## src/rtl/core/slp_pkg.sv

```systemverilog
`timescale 1ns / 1ps
// slp_pkg: widths, schedule codes and beat types for static_loop_partition.
// No dependencies; used by slp_udiv and static_loop_partition.
package slp_pkg;

    localparam int unsigned IDX_W       = 32;
    localparam int unsigned CMD_W       = 6;
    localparam int unsigned TID_W       = 6;
    localparam int unsigned NTH_W       = 7;
    localparam int unsigned MAX_THREADS = 64;
    localparam int unsigned DIV_STEPS   = IDX_W;

    localparam logic [CMD_W-1:0] SCHED_CHUNKED  = 6'd33;
    localparam logic [CMD_W-1:0] SCHED_BALANCED = 6'd34;

    typedef struct packed {
        logic [CMD_W-1:0]  cmd;
        logic [TID_W-1:0]  thread_index;
        logic signed [31:0] loop_lower;
        logic signed [31:0] loop_upper;
        logic signed [31:0] loop_step;
        logic signed [31:0] chunk_size;
    } slp_in_t;

    typedef struct packed {
        logic signed [31:0] part_lower;
        logic signed [31:0] part_upper;
        logic signed [31:0] part_stride;
        logic               is_last;
        logic               bad_schedule;
    } slp_out_t;

    // request state that travels down the divider stages
    typedef struct packed {
        logic              vld;
        logic [CMD_W-1:0]  cmd;
        logic [TID_W-1:0]  tid;
        logic [IDX_W-1:0]  lo;
        logic [IDX_W-1:0]  up;
        logic [IDX_W-1:0]  step;
        logic [IDX_W-1:0]  chunk;
        logic [NTH_W-1:0]  nth;
        logic [IDX_W-1:0]  trip;
        logic [IDX_W-1:0]  small_q;
        logic [NTH_W-1:0]  extras;
    } slp_pipe_t;

    // request state plus products and sums of the closing stages
    typedef struct packed {
        slp_pipe_t        base;
        logic             last_c;
        logic             less;
        logic             trip_lt;
        logic [NTH_W-1:0] shift;
        logic [IDX_W-1:0] span;
        logic [IDX_W-1:0] ts;
        logic [IDX_W-1:0] m1;
        logic [IDX_W-1:0] stride_c;
        logic [IDX_W-1:0] ofs_c;
        logic [IDX_W-1:0] k;
        logic [IDX_W-1:0] sm_step;
        logic [IDX_W-1:0] lo_t;
        logic [IDX_W-1:0] ofs_b;
        logic [IDX_W-1:0] lo_c;
        logic [IDX_W-1:0] sm_adj;
        logic [IDX_W-1:0] lo_b;
        logic [IDX_W-1:0] up_c;
        logic [IDX_W-1:0] one_str;
    } slp_post_t;

endpackage

```

## src/rtl/core/slp_udiv.sv

```systemverilog
`timescale 1ns / 1ps
// slp_udiv: pipelined unsigned restoring divider, one quotient bit per stage.
// Depends on slp_pkg. The load stage and the per-bit stages advance only while en is high; divisor 0 gives all ones.
module slp_udiv (
    input  logic                     aclk,
    input  logic                     en,
    input  logic [slp_pkg::IDX_W-1:0] dividend,
    input  logic [slp_pkg::IDX_W-1:0] divisor,
    output logic [slp_pkg::IDX_W-1:0] quotient,
    output logic [slp_pkg::IDX_W-1:0] remainder
);

    logic [slp_pkg::IDX_W-1:0] rem_reg [0:slp_pkg::DIV_STEPS];
    logic [slp_pkg::IDX_W-1:0] num_reg [0:slp_pkg::DIV_STEPS];
    logic [slp_pkg::IDX_W-1:0] quo_reg [0:slp_pkg::DIV_STEPS];
    logic [slp_pkg::IDX_W-1:0] den_reg [0:slp_pkg::DIV_STEPS];

    // load stage
    always_ff @(posedge aclk) begin
        if (en) begin
            rem_reg[0] <= '0;
            num_reg[0] <= dividend;
            quo_reg[0] <= '0;
            den_reg[0] <= divisor;
        end
    end

    // one shift-compare-subtract per stage
    for (genvar g = 1; g <= slp_pkg::DIV_STEPS; g++) begin : g_step
        logic [slp_pkg::IDX_W:0]   trial;
        logic                      ge;
        logic [slp_pkg::IDX_W-1:0] rem_next;

        always_comb begin
            trial    = {rem_reg[g-1], num_reg[g-1][slp_pkg::IDX_W-1]};
            ge       = (trial >= {1'b0, den_reg[g-1]});
            rem_next = ge ? slp_pkg::IDX_W'(trial - {1'b0, den_reg[g-1]})
                          : trial[slp_pkg::IDX_W-1:0];
        end

        always_ff @(posedge aclk) begin
            if (en) begin
                rem_reg[g] <= rem_next;
                num_reg[g] <= {num_reg[g-1][slp_pkg::IDX_W-2:0], 1'b0};
                quo_reg[g] <= {quo_reg[g-1][slp_pkg::IDX_W-2:0], ge};
                den_reg[g] <= den_reg[g-1];
            end
        end
    end

    assign quotient  = quo_reg[slp_pkg::DIV_STEPS];
    assign remainder = rem_reg[slp_pkg::DIV_STEPS];

endmodule

```

## config.mk

```make
export PLATFORM = sky130hd
export DESIGN_NAME = slp_udiv
export DESIGN_NICKNAME = d
export VERILOG_FILES = /design/src/rtl/core/slp_pkg.sv /design/src/rtl/core/slp_udiv.sv
export SDC_FILE = /design/constraint.sdc
export NUM_CORES = 2
export LEC_CHECK = 0
export BUFFER_PORTS_ARGS = -buffer_cell sky130_fd_sc_hd__buf_2
export CAP_MARGIN = 0
export CORE_MARGIN = 10
export CORE_UTILIZATION = 58
export DETAILED_ROUTE_END_ITERATION = 10
export PLACE_DENSITY = 0.87
export SYNTH_ARGS = -nofsm -noshare
export SYNTH_HDL_FRONTEND = slang
export SYNTH_MEMORY_MAX_BITS = 65536
export SYNTH_SLANG_ARGS = --single-unit
export TNS_END_PERCENT = 30
```

## constraint.sdc

```tcl
create_clock -name aclk -period 4.35 [get_ports aclk]
set_clock_uncertainty 0.2 [all_clocks]
set_input_delay 0.2175 -clock aclk [delete_from_list [all_inputs] [get_ports aclk]]
set_output_delay 0.2175 -clock aclk [all_outputs]
set_load 0.03 [all_outputs]
```

# Word-level counts from Yosys, hierarchy flattened
# Memory sizes are Yosys's and may differ from the RTL's.
# Cells that the tools add are included.
# totals
regBits	0
ramBits	4224
inputBits	66
output_inout_bits	64
n_memories	4
# mem_list
memory	words	word_bits	read_ports	rd_ports_with_merged_regs	wr	line_no	rtl
den_reg	33	32	32	0	33	slp_udiv.sv:16	logic [slp_pkg::IDX_W-1:0] den_reg [0:slp_pkg::DIV_STEPS];
num_reg	33	32	32	0	33	slp_udiv.sv:14	logic [slp_pkg::IDX_W-1:0] num_reg [0:slp_pkg::DIV_STEPS];
quo_reg	33	32	33	0	33	slp_udiv.sv:15	logic [slp_pkg::IDX_W-1:0] quo_reg [0:slp_pkg::DIV_STEPS];
rem_reg	33	32	33	0	33	slp_udiv.sv:13	logic [slp_pkg::IDX_W-1:0] rem_reg [0:slp_pkg::DIV_STEPS];
# op_classes
addsub	32
magnitude_cmp	32
muxes	34
# op_table
op	count
greater-or-equal comparator 33 x 32 -> 1 bit	32
two-way mux 32 bit	32
subtractor 32 bit	32
two-way mux 1 bit	2

# Logic depth before layout (Yosys ltp)
# logic_depth
word_depth	2
depth_mapped	16
mapped_depth_nobuf	14

# Worst setup path before layout
# Ideal clock, no wire load.
# synth_path
kind	reg-to-reg
start	mem den_reg[0][641] (netlist bit)
end	mem rem_reg[21][24] (netlist bit), data pin
setup_ps	260
arrival_ps	3620
required_ps	3890
setup_slack_ps	270
stages_incl_launch_ff	15
path_buffers	1
path_cell_list	edfxtp_1 > inv_1 > ha_1 > nor2b_1 > o31a_1 > o41a_1 > o31a_1 > a31o_1 > a221o_1 > a21o_1 > nand2b_1 > a21oi_1 > a2111oi_4 > buf_4 > mux2_2
# synth_lines
item	line_no
start: declaration	slp_udiv.sv:16
end: declaration	slp_udiv.sv:13

==> key figures <==
Outcome
  • Status: complete, no violations

Worst setup path
  • Critical Setup Path Class: flop to flop
  • Max FO, Critical Path: 35
  • CP cell instances: inv_1 > ha_4 > nor2b_1 > o31a_1 > o41a_1 > o31ai_2 > buf_4 > nand2_1 > a21oi_2 > o211ai_1 > or4_1 > a311o_2 > buf_12 > buf_4 > nor2_1 > a21oi_1
  • Required time of the critical path: approximately 4.8 ns
  • Arrival time of the worst setup path: around 4.7 ns
  • Max stage delay on crit path: approximately 0.5 ns
  • Top cell by count, worst path: sky130_fd_sc_hd__buf_4
  • Sort of element at the end of the critical path: flop
  • Startpoint class of the critical path: flop
  • Critical-path top delay cell: sky130_fd_sc_hd__or4_1

Clock tree
  • Insertion delay of the later-clocked pin in the worst-skew pair: between 0.9 and 1 ns
  • Clk root buf: sky130_fd_sc_hd__clkbuf_16
  • Sinks on Clock Net: between 3,000 and 4,000
  • Clock-pin slew on the worst setup and hold paths: around 0.06 ns
  • TritonCTS clock tree: done
  • Bufs on Longest Clock Path: 4
  • Total clock buffers created by CTS: 326
  • Number of levels the H-tree was split into: 5

Global routing
  • Total congestion overflow: 0
  • Wire length of the first global-routing pass: around 560,000 microns
  • Via count of the first global-routing pass: 100,729
  • Overall routing resource usage: 0.238
  • Initial antenna violation count: 6
  • Pin count of the biggest net entering global routing: about 120

Yosys
  • Number of distinct library cells after synthesis: 90
  • Post-synth EDFFs: 3,104
  • Most used flip-flop cell after synthesis: sky130_fd_sc_hd__edfxtp_1
  • Top cells by area, synth: sky130_fd_sc_hd__edfxtp_1 (59%), sky130_fd_sc_hd__ha_1 (7.9%), sky130_fd_sc_hd__a21oi_1 (3.2%)
  • Top cell type's share of synthesized area: 0.594
  • Total of flip-flops plus latches after synthesis: 3,104
  • Number of standard cells after synthesis: about 13,000
  • Average cell area after synthesis: 12.4 sq um
  • Number of synthesis warnings: 0
  • Async set-or-reset flop fraction in the synthesized netlist: 0
  • Area of the mapped netlist: 157,000 sq um
  • Sequential share of the synthesized area: 0.594
  • Post-synth net total: between 10,000 and 15,000
  • Synth area leader: sky130_fd_sc_hd__edfxtp_1

Drt
  • Via count: 103,372
  • WL/cell: ~21 microns
  • Vias per inst: between 5 and 6
  • Routed WL: about 360,000 microns
  • Antenna-violating nets left: 0
  • DRT Pass-1 Iters: 9
  • Number of design rule violations left after detail routing: 0
  • Number of DRC markers after the initial detailed-route iteration: between 10,000 and 15,000

Timing
  • Setup violations, final: 0
  • Worst slew margin relative to its limit: 0.221
  • Endpoints failing hold: 0
  • Final Max Tran Viols: 0
  • Worst-Margin Slew: around 1.2 ns
  • Share of the cycle needed by the critical path after routing: 0.976
  • Unrepaired setup endpoints after global routing: yes
  • Final critical path time including I/O delays and setup: roughly 4.2 ns
  • Fmax: 0.235 GHz
  • Fin worst setup slack: slightly above 0.1 ns

Layout
  • Area added between synthesis and finish: 13.3%
  • NumNets Final: between 10,000 and 15,000
  • Fill cells: between 15,000 and 20,000
  • Final cell count without fillers: 17,250
  • Sequential cell area: roughly 93,000 sq um
  • Share of final-layout standard cells stronger than drive strength 1: 0.118
  • Multi-input gate area in the final layout: roughly 60,000 sq um

Place
  • Placed Cells incl. Taps: between 15,000 and 20,000
  • HPWL after detailed placement: about 260,000 microns
  • Buffers added on ports: roughly 130
  • Routability congestion estimate from global placement: 0.971
  • Pre-CTS setup slack: -0.150 ns

Pwr
  • NetSw: 48.6 mW
  • Switching share of power: 0.363
  • Pwr dens: 753 nW/um^2
  • Largest voltage drop on the vdd net: 0.511 mV
  • Clock network power share: 0.213
  • Fraction of power consumed by sequential logic: 0.354
  • Internal power: roughly 85 mW
  • Total leakage power: 71.9 nW
  • Power share of the combinational group: 0.433

Die
  • FP Rows: 190
  • Die ar.: approximately 290,000 sq um
  • Die X-Extent: 540 microns
  • Vertical extent of the die: 540 microns
  • Initial Util: 0.584
  • Number of I/O pins: 130
  • Total core area: ~270,000 sq um

Min path
  • Path category of the worst min-delay check: flop to flop

Job
  • Number of maximum-capacitance violations: 0
## worst paths after layout
kind | endpoint | start | slack (ns) | cells past startpoint
max | rem_reg[4][9] | den_reg[0][97] | 0.10 | 16
min reg2reg | num_reg[0][103] | num_reg[0][70] | 0.19 | 0
min | num_reg[0][103] | num_reg[0][70] | 0.19 | 0
max reg2reg | rem_reg[4][9] | den_reg[0][97] | 0.10 | 16
## layout make-up
type | count | area share
clock inverter | 227 | 0.0143
timing repair buffer | 684 | 0.0347
inverter | 1235 | 0.0261
clock buffer | 367 | 0.0472
antenna | 5 | 0.0000704
sequential | 3104 | 0.524
tap | 3552 | 0.0250
multi-input combinational | 8076 | 0.328
## timing repair
item	in CTS	in global routing
hold buffers	129	0
pin swaps	1	14
hold endpoints to repair	233	0
gates resized for setup	4	52
gates cloned	3	6
buffers inserted	10	8
endpoints found under the setup margin	41	227
## power groups by stage
| stage | Clock, mW | Combinational (mW) | Sequential [mW] |
|---|---|---|---|
| 2_1_floorplan | 0 | 40.7 | 45.5 |
| 3_3_place_gp | 0 | 53.9 | 47.6 |
| 3_5_place_dp | 0 | 55.2 | 47.7 |
| 4_1_cts | 29.0 | 56.4 | 47.2 |
| 5_1_grt | 30.2 | 63.2 | 47.8 |
| 6_report | 28.5 | 57.9 | 47.4 |
## critical path: cells and delay by family (launching register included)
kind	cells	cell delay [ns]
AND/OR/NAND/NOR	4	0.83
flip-flops	1	0.39
adder cells (fa/ha/maj)	1	0.21
AO/OA/AOI/OAI	7	1.70
buffers and inverters	4	0.62
## placed cells by master, fill, tap and decap left out, types with 148 or more instances in the layout
cell type                   instances
sky130_fd_sc_hd__ha_1             988
sky130_fd_sc_hd__nand4_1          166
sky130_fd_sc_hd__xnor2_1          498
sky130_fd_sc_hd__edfxtp_1        3104
sky130_fd_sc_hd__a21o_1           499
sky130_fd_sc_hd__mux2_2           441
sky130_fd_sc_hd__o21ai_0          715
sky130_fd_sc_hd__nand2_1          744
sky130_fd_sc_hd__nand3_1          194
sky130_fd_sc_hd__buf_4            345
sky130_fd_sc_hd__inv_1           1233
sky130_fd_sc_hd__xor2_1           345
sky130_fd_sc_hd__clkbuf_16        335
sky130_fd_sc_hd__nor2_1           696
sky130_fd_sc_hd__a21oi_1          997
sky130_fd_sc_hd__nor2b_1          148
## per-layer routing
| metal | vias to the layer above | global-route usage | wire (microns) |
|---|---|---|---|
| met5 | - | 0 | 0 |
| met4 | 0 | 0.111 | 19400 |
| met3 | 1033 | 0.0350 | 25600 |
| met2 | 4246 | 0.403 | 175000 |
| met1 | 49635 | 0.304 | 143000 |
| li1 | 48458 | - | - |
## per-stage QoR
step	power [mW]	hold WS, ns	setup TNS, ns	instance area (sq um)	util
3_3_place_gp	101	0.194	-1.03	165000	0.614
6_report	134	0.191	0	178000	0.662
2_1_floorplan	86.2	0.116	0	157000	-
5_1_grt	141	0.196	-0.929	178000	0.662
4_1_cts	133	0.192	-0.892	177000	0.660
3_5_place_dp	103	0.196	-2.27	165000	0.614
## cells by family (layout without fill, tap and decap cells)
logic type | after synthesis | after routing | synth area share
AO/OA/AOI/OAI | 3142 | 3143 | 0.125
adder cells (fa/ha/maj) | 1025 | 1025 | 0.0832
multiplexers | 504 | 504 | 0.0359
other | 0 | 5 | 0
buffers and inverters | 1505 | 2513 | 0.0364
XOR/XNOR | 843 | 843 | 0.0471
flip-flops | 3104 | 3104 | 0.594
AND/OR/NAND/NOR | 2561 | 2561 | 0.0780
## synthesized netlist by cell type, types with 18 or more instances
cell	count
sky130_fd_sc_hd__nand4_1	166
sky130_fd_sc_hd__mux2_2	441
sky130_fd_sc_hd__a31oi_1	87
sky130_fd_sc_hd__o211ai_1	39
sky130_fd_sc_hd__nor4_1	36
sky130_fd_sc_hd__a211o_1	31
sky130_fd_sc_hd__nor2_1	697
sky130_fd_sc_hd__and2_1	59
sky130_fd_sc_hd__xor2_1	345
sky130_fd_sc_hd__nand2b_1	144
sky130_fd_sc_hd__a2111oi_0	23
sky130_fd_sc_hd__o21ai_0	723
sky130_fd_sc_hd__or2_2	34
sky130_fd_sc_hd__a21o_1	499
sky130_fd_sc_hd__mux2i_1	39
sky130_fd_sc_hd__ha_1	994
sky130_fd_sc_hd__nor2b_1	148
sky130_fd_sc_hd__nand3_1	194
sky130_fd_sc_hd__a21boi_0	32
sky130_fd_sc_hd__xnor2_1	498
sky130_fd_sc_hd__a211oi_1	84
sky130_fd_sc_hd__a41oi_1	18
sky130_fd_sc_hd__edfxtp_1	3104
sky130_fd_sc_hd__o21bai_1	116
sky130_fd_sc_hd__buf_2	22
sky130_fd_sc_hd__nor4b_1	22
sky130_fd_sc_hd__a221oi_1	28
sky130_fd_sc_hd__nor3_1	104
sky130_fd_sc_hd__fa_1	31
sky130_fd_sc_hd__inv_1	1234
sky130_fd_sc_hd__or3_1	32
sky130_fd_sc_hd__and3_1	105
sky130_fd_sc_hd__nand2_1	744
sky130_fd_sc_hd__clkbuf_1	228
sky130_fd_sc_hd__o31ai_1	77
sky130_fd_sc_hd__o31a_1	44
sky130_fd_sc_hd__a21oi_1	1005
sky130_fd_sc_hd__o21a_1	130
sky130_fd_sc_hd__mux2_1	24
(Power assumes the default switching activity.)
